`src/hw/rtl/srg_pkg.sv`:
```
// ----------------------------------------------------------------------------
// stencil csr row generator package
// shared widths, register codes, config and row descriptor types
// ----------------------------------------------------------------------------
package srg_pkg;

    localparam int SIZE_W    = 7;
    localparam int POS_W     = 6;
    localparam int START_W   = 15;
    localparam int COL_W     = 12;
    localparam int COEF_W    = 32;
    localparam int VAL_W     = 34;
    localparam int CNT_W     = 3;
    localparam int IDX_W     = 3;
    localparam int TDATA_W   = 64;
    localparam int IN_DATA_W = 8;

    localparam int DEFAULT_ROW_STRIDE      = 64;
    localparam int DEFAULT_MAX_GRID_HEIGHT = 64;
    localparam int GRID_SIZE_MIN           = 2;
    localparam int GRID_SIZE_MAX           = 64;
    localparam int QUEUE_DEPTH             = 2;

    localparam logic [SIZE_W-1:0] GRID_SIZE_RESET = SIZE_W'(GRID_SIZE_MAX);

    localparam logic BOUNDARY_DIRICHLET = 1'b0;
    localparam logic BOUNDARY_NEUMANN   = 1'b1;

    localparam logic KIND_ENTRY = 1'b0;
    localparam logic KIND_END   = 1'b1;

    typedef enum logic [IDX_W-1:0] {
        REG_GRID_WIDTH    = 3'd0,
        REG_GRID_HEIGHT   = 3'd1,
        REG_BOUNDARY_MODE = 3'd2,
        REG_COEF_SOUTH    = 3'd3,
        REG_COEF_WEST     = 3'd4,
        REG_COEF_CENTER   = 3'd5,
        REG_COEF_EAST     = 3'd6,
        REG_COEF_NORTH    = 3'd7
    } reg_index_t;

    typedef struct packed {
        logic [SIZE_W-1:0]        grid_width;
        logic [SIZE_W-1:0]        grid_height;
        logic                     boundary_mode;
        logic signed [COEF_W-1:0] coef_south;
        logic signed [COEF_W-1:0] coef_west;
        logic signed [COEF_W-1:0] coef_center;
        logic signed [COEF_W-1:0] coef_east;
        logic signed [COEF_W-1:0] coef_north;
    } cfg_t;

    // one grid point, classified, on its way from front to back
    typedef struct packed {
        logic                    first_row;
        logic                    first_col;
        logic                    last_col;
        logic                    last_row;
        logic                    walk_end;
        logic [START_W-1:0]      row_start;
        logic [START_W-1:0]      end_count;
        logic [COL_W-1:0]        base;
        logic signed [VAL_W-1:0] part_a;
        logic signed [VAL_W-1:0] part_b;
    } desc_t;

    function automatic logic [SIZE_W-1:0] clamp_size(input logic [SIZE_W-1:0] v,
                                                     input logic [SIZE_W-1:0] hi);
        logic [SIZE_W-1:0] r;
        if (v < SIZE_W'(GRID_SIZE_MIN)) begin
            r = SIZE_W'(GRID_SIZE_MIN);
        end else if (v > hi) begin
            r = hi;
        end else begin
            r = v;
        end
        return r;
    endfunction

    function automatic logic signed [VAL_W-1:0] sext_coef(input logic signed [COEF_W-1:0] c);
        return {{(VAL_W-COEF_W){c[COEF_W-1]}}, c};
    endfunction

    // coefficient of a missing neighbour, signed by the boundary mode
    function automatic logic signed [VAL_W-1:0] fold_term(input logic signed [COEF_W-1:0] c,
                                                          input logic missing,
                                                          input logic mode);
        logic signed [VAL_W-1:0] ext;
        logic signed [VAL_W-1:0] r;
        ext = sext_coef(c);
        if (!missing) begin
            r = '0;
        end else if (mode == BOUNDARY_NEUMANN) begin
            r = ext;
        end else begin
            r = -ext;
        end
        return r;
    endfunction

endpackage

```
`src/hw/rtl/srg_cfg.sv`:
```
// ----------------------------------------------------------------------------
// srg_cfg
// configuration register file, one write per transfer on the config channel
// ----------------------------------------------------------------------------
module srg_cfg
    import srg_pkg::*;
(
    input  logic             aclk,
    input  logic             aresetn,
    input  logic             cfg_valid,
    output logic             cfg_ready,
    input  logic [IDX_W-1:0] cfg_index,
    input  logic [31:0]      cfg_data,
    output cfg_t             cfg
);

    cfg_t cfg_reg;

    assign cfg_ready = 1'b1;
    assign cfg       = cfg_reg;

    always_ff @(posedge aclk) begin
        if (!aresetn) begin
            cfg_reg.grid_width    <= GRID_SIZE_RESET;
            cfg_reg.grid_height   <= GRID_SIZE_RESET;
            cfg_reg.boundary_mode <= BOUNDARY_DIRICHLET;
            cfg_reg.coef_south    <= '0;
            cfg_reg.coef_west     <= '0;
            cfg_reg.coef_center   <= '0;
            cfg_reg.coef_east     <= '0;
            cfg_reg.coef_north    <= '0;
        end else if (cfg_valid) begin
            unique case (reg_index_t'(cfg_index))
                REG_GRID_WIDTH:    cfg_reg.grid_width    <= cfg_data[SIZE_W-1:0];
                REG_GRID_HEIGHT:   cfg_reg.grid_height   <= cfg_data[SIZE_W-1:0];
                REG_BOUNDARY_MODE: cfg_reg.boundary_mode <= cfg_data[0];
                REG_COEF_SOUTH:    cfg_reg.coef_south    <= cfg_data[COEF_W-1:0];
                REG_COEF_WEST:     cfg_reg.coef_west     <= cfg_data[COEF_W-1:0];
                REG_COEF_CENTER:   cfg_reg.coef_center   <= cfg_data[COEF_W-1:0];
                REG_COEF_EAST:     cfg_reg.coef_east     <= cfg_data[COEF_W-1:0];
                REG_COEF_NORTH:    cfg_reg.coef_north    <= cfg_data[COEF_W-1:0];
                default: ;
            endcase
        end
    end

endmodule

```
`src/hw/rtl/srg_front.sv`:
```
// ----------------------------------------------------------------------------
// srg_front
// walks the grid, classifies each point, folds south/west/east boundary terms
// ----------------------------------------------------------------------------
module srg_front
    import srg_pkg::*;
#(
    parameter int ROW_STRIDE      = DEFAULT_ROW_STRIDE,
    parameter int MAX_GRID_HEIGHT = DEFAULT_MAX_GRID_HEIGHT
) (
    input  logic  aclk,
    input  logic  aresetn,
    input  cfg_t  cfg,
    input  logic  s_tvalid,
    output logic  s_tready,
    input  logic  start_over,
    output logic  desc_valid,
    input  logic  desc_ready,
    output desc_t desc
);

    localparam int W_MAX_INT = (ROW_STRIDE < GRID_SIZE_MAX) ? ROW_STRIDE : GRID_SIZE_MAX;
    localparam int H_MAX_INT = (MAX_GRID_HEIGHT < GRID_SIZE_MAX) ? MAX_GRID_HEIGHT
                                                                 : GRID_SIZE_MAX;
    localparam logic [SIZE_W-1:0] W_MAX      = SIZE_W'(W_MAX_INT);
    localparam logic [SIZE_W-1:0] H_MAX      = SIZE_W'(H_MAX_INT);
    localparam logic [COL_W-1:0]  STRIDE_COL = COL_W'(ROW_STRIDE);

    logic [POS_W-1:0]   col_reg, row_reg;
    logic [START_W-1:0] count_reg;
    logic               done_reg;
    logic               valid_reg;
    desc_t              desc_reg;

    logic [SIZE_W-1:0]  w_last, h_last;
    logic [POS_W-1:0]   col_eff, row_eff;
    logic [START_W-1:0] count_eff, count_next;
    logic               done_eff;
    logic               accept;
    logic               first_row, first_col, last_col, last_row;
    logic [CNT_W-1:0]   n_entries;
    desc_t              desc_next;

    assign w_last = clamp_size(cfg.grid_width, W_MAX) - SIZE_W'(1);
    assign h_last = clamp_size(cfg.grid_height, H_MAX) - SIZE_W'(1);

    assign s_tready   = !valid_reg || desc_ready;
    assign accept     = s_tvalid && s_tready;
    assign desc_valid = valid_reg;
    assign desc       = desc_reg;

    // restart takes effect before the point is classified
    assign col_eff   = start_over ? '0 : col_reg;
    assign row_eff   = start_over ? '0 : row_reg;
    assign count_eff = start_over ? '0 : count_reg;
    assign done_eff  = start_over ? 1'b0 : done_reg;

    assign first_row = (row_eff == '0);
    assign first_col = (col_eff == '0);
    assign last_row  = ({1'b0, row_eff} >= h_last);
    assign last_col  = ({1'b0, col_eff} >= w_last);

    assign n_entries = CNT_W'(1) + CNT_W'(!first_row) + CNT_W'(!first_col)
                     + CNT_W'(!last_col) + CNT_W'(!last_row);
    assign count_next = count_eff + START_W'(n_entries);

    always_comb begin
        desc_next.first_row = first_row;
        desc_next.first_col = first_col;
        desc_next.last_col  = last_col;
        desc_next.last_row  = last_row;
        desc_next.walk_end  = last_col && last_row;
        desc_next.row_start = count_eff;
        desc_next.end_count = count_next;
        desc_next.base      = COL_W'(row_eff) * STRIDE_COL + COL_W'(col_eff);
        desc_next.part_a    = sext_coef(cfg.coef_center)
                            + fold_term(cfg.coef_south, first_row, cfg.boundary_mode);
        desc_next.part_b    = fold_term(cfg.coef_west, first_col, cfg.boundary_mode)
                            + fold_term(cfg.coef_east, last_col, cfg.boundary_mode);
    end

    always_ff @(posedge aclk) begin
        if (!aresetn) begin
            col_reg   <= '0;
            row_reg   <= '0;
            count_reg <= '0;
            done_reg  <= 1'b0;
            valid_reg <= 1'b0;
        end else begin
            if (accept && !done_eff) begin
                valid_reg <= 1'b1;
                count_reg <= count_next;
                if (last_col) begin
                    col_reg <= '0;
                    if (last_row) begin
                        row_reg  <= row_eff;
                        done_reg <= 1'b1;
                    end else begin
                        row_reg  <= row_eff + POS_W'(1);
                        done_reg <= 1'b0;
                    end
                end else begin
                    col_reg  <= col_eff + POS_W'(1);
                    row_reg  <= row_eff;
                    done_reg <= 1'b0;
                end
            end else if (desc_ready) begin
                valid_reg <= 1'b0;
            end
        end
    end

    always_ff @(posedge aclk) begin
        if (accept && !done_eff) begin
            desc_reg <= desc_next;
        end
    end

endmodule

```
`src/hw/rtl/srg_queue.sv`:
```
// ----------------------------------------------------------------------------
// srg_queue
// short descriptor queue between front and back
// ----------------------------------------------------------------------------
module srg_queue
    import srg_pkg::*;
(
    input  logic  aclk,
    input  logic  aresetn,
    input  logic  push_valid,
    output logic  push_ready,
    input  desc_t push_data,
    output logic  pop_valid,
    input  logic  pop_ready,
    output desc_t pop_data
);

    localparam int PTR_W = (QUEUE_DEPTH > 1) ? $clog2(QUEUE_DEPTH) : 1;
    localparam int CNT_QW = $clog2(QUEUE_DEPTH + 1);

    desc_t              slot_reg [QUEUE_DEPTH];
    logic [PTR_W-1:0]   wr_ptr_reg, rd_ptr_reg;
    logic [CNT_QW-1:0]  count_reg;
    logic               push, pop;

    assign push_ready = (count_reg != CNT_QW'(QUEUE_DEPTH));
    assign pop_valid  = (count_reg != '0);
    assign pop_data   = slot_reg[rd_ptr_reg];
    assign push       = push_valid && push_ready;
    assign pop        = pop_valid && pop_ready;

    always_ff @(posedge aclk) begin
        if (!aresetn) begin
            wr_ptr_reg <= '0;
            rd_ptr_reg <= '0;
            count_reg  <= '0;
        end else begin
            if (push) begin
                wr_ptr_reg <= (wr_ptr_reg == PTR_W'(QUEUE_DEPTH - 1)) ? '0
                                                                      : wr_ptr_reg + PTR_W'(1);
            end
            if (pop) begin
                rd_ptr_reg <= (rd_ptr_reg == PTR_W'(QUEUE_DEPTH - 1)) ? '0
                                                                      : rd_ptr_reg + PTR_W'(1);
            end
            if (push && !pop) begin
                count_reg <= count_reg + CNT_QW'(1);
            end else if (pop && !push) begin
                count_reg <= count_reg - CNT_QW'(1);
            end
        end
    end

    always_ff @(posedge aclk) begin
        if (push) begin
            slot_reg[wr_ptr_reg] <= push_data;
        end
    end

    a_count_bound: assert property (@(posedge aclk) disable iff (!aresetn)
        count_reg <= CNT_QW'(QUEUE_DEPTH))
        else $error("queue count beyond depth");

    a_pop_after_push: assert property (@(posedge aclk) disable iff (!aresetn)
        (count_reg == '0) && !push |=> !pop_valid)
        else $error("queue shows data that was never pushed");

    a_count_step: assert property (@(posedge aclk) disable iff (!aresetn)
        push && !pop |=> count_reg == $past(count_reg) + CNT_QW'(1))
        else $error("queue count missed a push");

endmodule

```
`src/hw/rtl/srg_back.sv`:
```
// ----------------------------------------------------------------------------
// srg_back
// expands a descriptor into nonzeros (end pointer if last), one per free cycle
// ----------------------------------------------------------------------------
module srg_back
    import srg_pkg::*;
#(
    parameter int ROW_STRIDE = DEFAULT_ROW_STRIDE
) (
    input  logic               aclk,
    input  logic               aresetn,
    input  cfg_t               cfg,
    input  logic               desc_valid,
    output logic               desc_ready,
    input  desc_t              desc,
    output logic               m_tvalid,
    input  logic               m_tready,
    output logic [TDATA_W-1:0] m_tdata,
    output logic               m_tuser,
    output logic               m_tlast
);

    localparam logic [COL_W-1:0] STRIDE_COL = COL_W'(ROW_STRIDE);
    localparam int NUM_SLOTS = 6;
    localparam int PAD_W     = TDATA_W - VAL_W - COL_W - START_W;

    typedef enum logic [2:0] {
        SLOT_SOUTH  = 3'd0,
        SLOT_WEST   = 3'd1,
        SLOT_CENTER = 3'd2,
        SLOT_EAST   = 3'd3,
        SLOT_NORTH  = 3'd4,
        SLOT_END    = 3'd5
    } slot_t;

    logic                    cur_valid_reg;
    logic [NUM_SLOTS-1:0]    mask_reg;
    desc_t                   cur_reg;
    logic signed [VAL_W-1:0] diag_ab_reg;

    logic                    out_valid_reg;
    logic                    out_kind_reg;
    logic                    out_last_reg;
    logic [START_W-1:0]      out_start_reg;
    logic [COL_W-1:0]        out_col_reg;
    logic signed [VAL_W-1:0] out_val_reg;

    slot_t                   slot_idx;
    logic [NUM_SLOTS-1:0]    sel, mask_left, mask_load;
    logic                    out_free, emit, cur_done, load;
    logic                    kind_next;
    logic [START_W-1:0]      start_next;
    logic [COL_W-1:0]        col_next;
    logic signed [VAL_W-1:0] val_next;

    // lowest pending slot goes first
    always_comb begin
        slot_idx = SLOT_SOUTH;
        for (int i = NUM_SLOTS - 1; i >= 0; i--) begin
            if (mask_reg[i]) begin
                slot_idx = slot_t'(3'(i));
            end
        end
    end

    assign sel       = NUM_SLOTS'(1) << slot_idx;
    assign mask_left = mask_reg & ~sel;
    assign cur_done  = (mask_left == '0);
    assign out_free  = !out_valid_reg || m_tready;
    assign emit      = cur_valid_reg && out_free;
    assign desc_ready = !cur_valid_reg || (emit && cur_done);
    assign load      = desc_valid && desc_ready;

    assign mask_load = {desc.walk_end, !desc.last_row, !desc.last_col, 1'b1,
                        !desc.first_col, !desc.first_row};

    always_comb begin
        kind_next  = KIND_ENTRY;
        start_next = cur_reg.row_start;
        col_next   = cur_reg.base;
        val_next   = '0;
        unique case (slot_idx)
            SLOT_SOUTH: begin
                col_next = cur_reg.base - STRIDE_COL;
                val_next = sext_coef(cfg.coef_south);
            end
            SLOT_WEST: begin
                col_next = cur_reg.base - COL_W'(1);
                val_next = sext_coef(cfg.coef_west);
            end
            SLOT_CENTER: begin
                val_next = diag_ab_reg
                         + fold_term(cfg.coef_north, cur_reg.last_row, cfg.boundary_mode);
            end
            SLOT_EAST: begin
                col_next = cur_reg.base + COL_W'(1);
                val_next = sext_coef(cfg.coef_east);
            end
            SLOT_NORTH: begin
                col_next = cur_reg.base + STRIDE_COL;
                val_next = sext_coef(cfg.coef_north);
            end
            SLOT_END: begin
                kind_next  = KIND_END;
                start_next = cur_reg.end_count;
                col_next   = '0;
            end
            default: ;
        endcase
    end

    always_ff @(posedge aclk) begin
        if (!aresetn) begin
            cur_valid_reg <= 1'b0;
            mask_reg      <= '0;
            out_valid_reg <= 1'b0;
        end else begin
            if (load) begin
                cur_valid_reg <= 1'b1;
                mask_reg      <= mask_load;
            end else if (emit) begin
                mask_reg <= mask_left;
                if (cur_done) begin
                    cur_valid_reg <= 1'b0;
                end
            end
            if (emit) begin
                out_valid_reg <= 1'b1;
            end else if (m_tready) begin
                out_valid_reg <= 1'b0;
            end
        end
    end

    always_ff @(posedge aclk) begin
        if (load) begin
            cur_reg     <= desc;
            diag_ab_reg <= desc.part_a + desc.part_b;
        end
        if (emit) begin
            out_kind_reg  <= kind_next;
            out_last_reg  <= cur_done;
            out_start_reg <= start_next;
            out_col_reg   <= col_next;
            out_val_reg   <= val_next;
        end
    end

    assign m_tvalid = out_valid_reg;
    assign m_tuser  = out_kind_reg;
    assign m_tlast  = out_last_reg;
    assign m_tdata  = {{PAD_W{1'b0}}, out_val_reg, out_col_reg, out_start_reg};

    a_mask_pending: assert property (@(posedge aclk) disable iff (!aresetn)
        cur_valid_reg |-> mask_reg != '0)
        else $error("active row has no pending result");

    a_end_is_last: assert property (@(posedge aclk) disable iff (!aresetn)
        out_valid_reg && (out_kind_reg == KIND_END) |-> out_last_reg)
        else $error("end pointer not marked last");

    a_end_only_corner: assert property (@(posedge aclk) disable iff (!aresetn)
        cur_valid_reg && mask_reg[SLOT_END] |-> cur_reg.last_row && cur_reg.last_col)
        else $error("end pointer pending away from the last point");

endmodule

```
`src/hw/rtl/stencil_csr_row_generator_top.sv`:
```
// ----------------------------------------------------------------------------
// stencil_csr_row_generator_top
// five-point stencil matrix rows in compressed-sparse-row form, one grid
// point per input transfer, raster order, boundary terms folded into the
// diagonal
// ----------------------------------------------------------------------------
//
// channel   direction  handshake               payload
// s_        in         s_tvalid / s_tready     s_tdata[0] start_over
// m_        out        m_tvalid / m_tready     m_tdata row_start, column,
//                                              entry_value; m_tuser kind;
//                                              m_tlast last
// cfg_      in         cfg_valid / cfg_ready   cfg_index, cfg_data
//
// one result leaves per cycle from the output register while m_tready is high;
// a grid point has 3 to 5 nonzeros, plus the end pointer at the last point,
// all emitted by the expansion step in the back end
// an input transfer reaches the output through the front register, queue,
// row cursor and output register
// aresetn is synchronous, active low; it returns the config registers to
// width 64, height 64, Dirichlet, zero coefficients and restarts the walk
// the front keeps taking points while results wait on m_tready, until the
// two-entry queue and the front register are full
// config writes take effect at once and are meant for idle periods only
//
module stencil_csr_row_generator_top
    import srg_pkg::*;
#(
    parameter int ROW_STRIDE      = DEFAULT_ROW_STRIDE,
    parameter int MAX_GRID_HEIGHT = DEFAULT_MAX_GRID_HEIGHT
) (
    input  logic                 aclk,
    input  logic                 aresetn,

    // input transfers, one per grid point
    input  logic                 s_tvalid,
    output logic                 s_tready,
    input  logic [IN_DATA_W-1:0] s_tdata,   // [0] start_over, [7:1] zero

    // result transfers
    output logic                 m_tvalid,
    input  logic                 m_tready,
    output logic [TDATA_W-1:0]   m_tdata,   // [14:0] row_start, [26:15] column,
                                            // [60:27] entry_value, [63:61] zero
    output logic                 m_tuser,   // [0] kind
    output logic                 m_tlast,

    // register writes
    input  logic                 cfg_valid,
    output logic                 cfg_ready,
    input  logic [IDX_W-1:0]     cfg_index,
    input  logic [31:0]          cfg_data
);

    cfg_t  cfg;

    // front to queue
    logic  fq_valid, fq_ready;
    desc_t fq_desc;

    // queue to back
    logic  qb_valid, qb_ready;
    desc_t qb_desc;

    // register file, written on each config transfer
    srg_cfg u_cfg (
        .aclk      (aclk),
        .aresetn   (aresetn),
        .cfg_valid (cfg_valid),
        .cfg_ready (cfg_ready),
        .cfg_index (cfg_index),
        .cfg_data  (cfg_data),
        .cfg       (cfg)
    );

    // front: grid walk, classification, partial diagonal sums
    srg_front #(
        .ROW_STRIDE      (ROW_STRIDE),
        .MAX_GRID_HEIGHT (MAX_GRID_HEIGHT)
    ) u_front (
        .aclk       (aclk),
        .aresetn    (aresetn),
        .cfg        (cfg),
        .s_tvalid   (s_tvalid),
        .s_tready   (s_tready),
        .start_over (s_tdata[0]),
        .desc_valid (fq_valid),
        .desc_ready (fq_ready),
        .desc       (fq_desc)
    );

    // decouples the walk from the result stream
    srg_queue u_queue (
        .aclk       (aclk),
        .aresetn    (aresetn),
        .push_valid (fq_valid),
        .push_ready (fq_ready),
        .push_data  (fq_desc),
        .pop_valid  (qb_valid),
        .pop_ready  (qb_ready),
        .pop_data   (qb_desc)
    );

    // back: one nonzero or end pointer per free cycle into the output register
    srg_back #(
        .ROW_STRIDE (ROW_STRIDE)
    ) u_back (
        .aclk       (aclk),
        .aresetn    (aresetn),
        .cfg        (cfg),
        .desc_valid (qb_valid),
        .desc_ready (qb_ready),
        .desc       (qb_desc),
        .m_tvalid   (m_tvalid),
        .m_tready   (m_tready),
        .m_tdata    (m_tdata),
        .m_tuser    (m_tuser),
        .m_tlast    (m_tlast)
    );

endmodule

```
`config.mk`:
```
export PLATFORM = sky130hd
export DESIGN_NAME = stencil_csr_row_generator_top
export DESIGN_NICKNAME = d
export VERILOG_FILES = /design/src/hw/rtl/srg_pkg.sv /design/src/hw/rtl/srg_cfg.sv /design/src/hw/rtl/srg_front.sv /design/src/hw/rtl/srg_queue.sv /design/src/hw/rtl/srg_back.sv /design/src/hw/rtl/stencil_csr_row_generator_top.sv
export SDC_FILE = /design/constraint.sdc
export NUM_CORES = 1
export LEC_CHECK = 0
export BUFFER_PORTS_ARGS = -buffer_cell sky130_fd_sc_hd__buf_2
export CORE_UTILIZATION = 57
export CTS_BUF_LIST = sky130_fd_sc_hd__clkbuf_16
export DETAILED_ROUTE_END_ITERATION = 7
export PLACE_DENSITY = 0.74
export SYNTH_ARGS = -nofsm -noshare
export SYNTH_HDL_FRONTEND = slang
export SYNTH_HIERARCHICAL = 1
export SYNTH_SLANG_ARGS = --single-unit
```
`constraint.sdc`:
```
create_clock -name aclk -period 16.15 [get_ports aclk]
set_clock_uncertainty 0.1 [all_clocks]
set_input_delay 1.615 -clock aclk [delete_from_list [all_inputs] [get_ports aclk]]
set_output_delay 1.615 -clock aclk [all_outputs]
set_load 0.01 [all_outputs]
```
Word level (Yosys, flattened, before mapping) --
Memory sizes are Yosys's and may differ from the RTL's. A register that Yosys moved wholly into a read port is not among the register bits. Cells that the tools add are included.
Operators by class: equal/unequal tests 13, reductions and logical operators 46, multiplexer cells 49, shifts and indexed selects 1, add/sub/neg operators 26, magnitude comparators 6, bitwise logic cells 2
Operators with widths (number):
- 34-bit two-way mux | 9
- 34-bit one-hot mux with 5 select lines | 1
- 32-bit negation with 34-bit output | 4
- 34-bit adder | 3
- 12-bit one-hot mux with 5 select lines | 1
- 6-bit two-way mux | 7
- 32-bit by 34-bit adder with 34-bit output | 1
- 15-bit two-way mux | 2
- 7-bit two-way mux | 4
- 3-bit equality test, second input constant | 6
- 6-bit zero test | 3
- 3-bit two-way mux | 6
- 2-bit AND reduction | 9
- 1-bit two-way mux | 17
- 15-bit by 3-bit adder with 15-bit output | 1
- 6-bit by 7-bit >= comparator with 1-bit output | 2
- 7-bit greater-than comparator, second input constant | 2
- 1-bit zero test | 14
- 7-bit by 2-bit less-than comparator with 1-bit output, second input constant | 2
- 7-bit by 1-bit subtractor with 7-bit output, second input constant | 2
- 12-bit by 1-bit adder with 12-bit output, second input constant | 1
- 12-bit by 6-bit adder with 12-bit output | 1
- 12-bit by 7-bit adder with 12-bit output, second input constant | 1
- 6-bit by 1-bit adder with 6-bit output, second input constant | 2
- other kinds (18) | 42
Storage, ports and cells: memories kept 1, output and inout port bits 69, bits of input ports 48, register bits 471, bits in writable memories 230, word-level logic and storage cells 183
Memories:
- u_queue.slot_reg | words 2, width 115, read ports 1, clocked after Yosys merged registers in 1, write ports 1, line srg_queue.sv:21 | desc_t slot_reg [QUEUE_DEPTH];

Longest topological paths before layout --
word-level depth 16, gate-level depth with buffers 25, depth with buffers taken out 23

Hierarchy --
The synthesis kept the hierarchy.
Modules (own cells, without submodules):
- srg_front | cells an instance 1352, instances 1, sequential area each 4033.9 um^2, area each 11656.2 um^2
- srg_back | cells an instance 1112, instances 1, sequential area each 4364.2 um^2, area each 10837.9 um^2
- srg_queue | cells an instance 382, instances 1, sequential area each 7006.7 um^2, area each 8740.9 um^2
- srg_cfg | cells an instance 614, instances 1, sequential area each 3503.4 um^2, area each 6359.8 um^2

Least setup slack after synthesis --
Ideal clock, no wire load.
path kind in2reg, start input port s_tdata[0], end register u_front.desc_reg, in the netlist u_front/desc[0] (enable), required time 15526 ps, path slack 9770 ps, path buffers 3, arrival 5756 ps, library setup time 524 ps, stages on the path 6, path through clkbuf_1 -> o21ai_0 -> nand2b_1 -> clkbuf_1 -> inv_2 -> clkbuf_1
On the way: longest elaborated chain between the ends 3
RTL lines:
- start: declaration | line stencil_csr_row_generator_top.sv:38 | input logic [IN_DATA_W-1:0] s_tdata,
- 1-bit two-way mux | line srg_front.sv:56 | assign done_eff = start_over ? 1'b0 : done_reg;
- 1-bit zero test | line srg_front.sv:114 | if (accept && !done_eff) begin
- 1-bit logical AND | line srg_front.sv:114
- end signal: assignment | line srg_front.sv:115 | desc_reg <= desc_next;
- end: declaration | line srg_front.sv:33 | desc_t desc_reg;
No other way between the ends. A chain may end at the register's enable or synchronous reset.

==> results.md <==
Run status:
- The flow ran to the end, but the final reports show violations.
- The checks that failed: design-rule violations.

Global routing:
- The initial antenna violation count was 1.
- For this run, the total global-route usage over all layers was measured as 27.0%.
- The total overflow left after global routing is 0.
- The global-route wire length before repair is 141 mm.
- The via count of the first global-routing pass was 25.6k.
- Entering global routing, the biggest net connects 116 pins.

Synthesis:
- The sequential share of the synthesized area is 50.3%.
- The leading register cell type out of synthesis is edfxtp_1.
- The most used standard cell by instance count after synthesis is edfxtp_1.
- Counting every instance in the synthesized netlist gives between 3k and 4k.
- A synthesized cell averages 10.9 um2.
- The commonest cells after synthesis are edfxtp_1 (485), nand2_1 (388), nor2_1 (261), a21oi_1 (232), dfxtp_1 (217).
- The register bit total from synthesis is 702.
- After synthesis, the cell types taking the most area are edfxtp_1 (39%), dfxtp_1 (12%), ha_1 (5.8%).
- The cell type contributing the most total cell area after synthesis is edfxtp_1.
- Counting flops with a built-in enable in the synthesized netlist gives 485.
- Counting distinct cell types in the post-synthesis netlist gives 92.
- The cell area after synthesis is 37600 um2.
- Counting flops with an async set or reset pin after synthesis yields a share of 0%.
- The total number of yosys warnings is 6.
- The top-area cell type share of the netlist area is 38.7%.

Critical path:
- Data on the critical path arrives at its endpoint at 7.21 ns.
- The reg-to-reg startpoint is u_cfg/cfg[171]$_SDFFE_PN0P_.
- The class of the most critical setup path is input pin to flip-flop.
- For the worst setup path, the data required time is 16.48 ns.
- The worst setup path is captured at a flip-flop.
- In this run the register-to-register setup slack is 9.70 ns.
- Of all nets on the critical path, the largest fanout is 42.
- The launching element type of the critical path is an input pin.
- The capture instance of the worst register-to-register path is u_front/desc[30]$_DFFE_PP_.
- The number of cells on the worst reg-to-reg path is 24.

Clock network:
- The clock network latency to the later pin of the worst-skew pair is between 0.6 and 0.7 ns.
- The number of clock buffers added by TritonCTS is 75.
- The library cell used as clock root buffer is clkbuf_16.
- Post-CTS timing repair inserted 0 buffers for setup.
- Buffers inserted to repair hold after CTS numbered 0.
- The clock tree from TritonCTS is yes.
- CTS saw 702 sinks.
- The clock slew at the register clock pins of the worst setup and hold paths is 0.06 ns.
- In this run, post-CTS repair resized a total of 0 instances.
- The H-tree was split into 3 levels.
- The number of buffers on the longest clock path is 3.

Place:
- After detailed placement, the design holds a cell count of about 4.3k.
- In this run the tool buffered the top-level ports with 105 buffer cells.
- Summed over all nets, the half-perimeter wirelength after detailed placement is 65.7 mm.
- The routability congestion estimate is roughly 0.98.

Floorplanning:
- The number of top-level design ports is about 120.
- The total number of placement rows is 93.
- The die is roughly 260 um wide.
- The core area is 64800 um2.
- The full die area is 67000 um2.
- The initial utilization of the core area, before any placement, comes to around 58%.
- Measured along the y axis, the die boundary spans 259 um.

Timing:
- Setup violations remaining at the end of the flow were counted as 0.
- Summed over all failing endpoints, the final setup total negative slack is 0 ns.
- In this run the tightest slew margin relative to its limit is 24.7%.
- Dividing the final minimum period by the clock period gives 42.6%.
- Based on the critical path, the design can be clocked at up to 145 MHz.
- At the pin with the least slew margin, the transition time is 1.13 ns.
- The count of final max-slew check failures is 0.
- Setup repair after global routing left no endpoint under its margin.
- The hold violation count in the final report is 0.
- The worst path in the final design needs a cycle of a little under 7 ns, including I/O delays and setup.

Cells and area:
- For this run, the number of standard cells in the final layout without fillers is ~4.4k.
- The sequential cell area is 18900 um2.
- Summing all multi-input logic gate instances after layout gives 17700 um2.
- Relative to the synthesized area, the layout overhead comes to 9.88%.
- The antenna diode instance count is 0.
- The flip-flop count of the largest register after layout is between 200 and 250.
- In the final layout, the share of cells above drive strength 1 is 11.9%.
- The final-layout fill cell count is 4953.
- The net count of the finished layout is 3753.

Routing:
- After detailed routing, the average wire length per cell comes to 20.7 um.
- The first routing iteration left 2825 violations.
- The routed design has 91.9 mm of wire.
- The residual antenna-violating net count after detailed routing is 0.
- The via-per-instance ratio is roughly 6.
- The iteration count of the initial detailed-routing pass is 8.
- The number of remaining DRC errors is 3.
- The final route contains about 27k vias.

Power and ir drop:
- IR analysis of the VDD net gives a maximum drop of 0.104 mV.
- Dividing total power by cell area gives a power density of 157 nW/um2.
- The analysis attributes to cell leakage a power of 0.0170 uW.

Hold path:
- For hold timing, the worst endpoint is u_queue/slot_reg[0][97]$_DFFE_PP_.
- The worst hold path passes through 0 cells.
- The worst hold-check path type is flip-flop to flip-flop.
- The start point of the worst min-delay path is u_front/desc[97]$_DFFE_PP_.

Flow run:
- The max-cap check violation count is 0.
==> metrics by stage <==
stage                     utilization [%]  cell area [um2]  setup WS (ns)  hold slack (ns)  power [uW]
after global routing                 63.7            41300           9.01            0.353        6820
after global placement               59.8            38700           8.76            0.323        4650
after CTS                            63.7            41300           9.36            0.338        6490
after detailed placement             59.8            38700           8.72            0.329        4730
after floorplan                         -            37600           9.77            0.321        4140
final                                63.7            41300           9.27            0.340        6500
==> metal layers <==
layer  vias to the layer above  wire length [um]  track usage, %
met2                      1080             40400            40.7
met4                         0              1950            7.68
met5                         -                 0               0
met1                     12900             41300            39.7
met3                       127              8180            4.76
li1                      12700                 -               -
==> layout by cell type, fill, tap and decap left out, drive strengths merged, types with 72 or more instances in the layout <==
cell / netlist / layout
edfxtp: 485 / 485
nand2: 388 / 388
nor2: 261 / 261
a21oi: 233 / 233
dfxtp: 217 / 217
mux2i: 192 / 192
ha: 174 / 174
xnor2: 164 / 164
o21ai: 146 / 146
mux2: 144 / 144
buf: 61 / 130
inv: 96 / 114
clkbuf: 85 / 79
xor2: 78 / 78
a21o: 72 / 72
==> critical path: stages <==
cell	delay (ns)
buf_2	0.07
buf_4	0.38
inv_2	0.20
nand2_1	0.19
ha_1	0.25
nand2b_1	0.14
a21o_1	0.17
a211o_1	0.29
o211ai_1	0.09
a211oi_1	0.11
buf_4	0.17
inv_2	0.58
nor2_1	0.12
ha_1	0.38
nor2b_1	0.21
o31a_1	0.21
o22a_1	0.26
and4_1	0.25
o21ai_1	0.14
o31ai_1	0.55
a21oi_1	0.23
mux2_1	0.35
a221oi_1	0.20
==> report_power, final <==
group / switching (uW) / internal (uW) / leakage (uW)
Sequential: 186 / 2340 / 0.00636
Clock: 730 / 1010 / 0.00129
Combinational: 1330 / 893 / 0.00934
Total: 2250 / 4250 / 0.0170
==> layout make-up <==
class / instances / area share, %
clock buffer: 79 / 4.79
clock inverter: 58 / 1.42
inverter: 97 / 0.897
multi-input combinational: 2517 / 42.8
sequential: 702 / 45.8
tap: 855 / 2.59
timing repair buffer: 130 / 1.74
==> cell families after synthesis <==
kind of cell / count (synthesis) / synth area share, %
simple gates: 1072 / 13.7
flops: 702 / 50.3
compound gates: 681 / 11.4
mux: 336 / 9.92
buf+inv: 243 / 2.77
xor+xnor: 242 / 5.66
fa+ha+maj: 182 / 6.22
other cells: 2 / 0.0200
==> worst max path at each step <==
| stage | slack, ns | cells after the start | endpoint | start |
|---|---|---|---|---|
| 6_report | 9.27 | 23 | u_front/desc[30]$_DFFE_PP_ | s_tdata[0] |
| 4_1_cts | 9.36 | 23 | u_front/desc[30]$_DFFE_PP_ | s_tdata[0] |
| 3_3_place_gp | 8.76 | 23 | u_front/desc[30]$_DFFE_PP_ | s_tdata[0] |
| 3_5_place_dp | 8.72 | 23 | u_front/desc[30]$_DFFE_PP_ | s_tdata[0] |
| 5_1_grt | 9.01 | 23 | u_front/desc[30]$_DFFE_PP_ | s_tdata[0] |
| 2_1_floorplan | 9.77 | 6 | u_front/desc[0]$_DFFE_PP_ | s_tdata[0] |
Power figures use the tool's default switching activity.
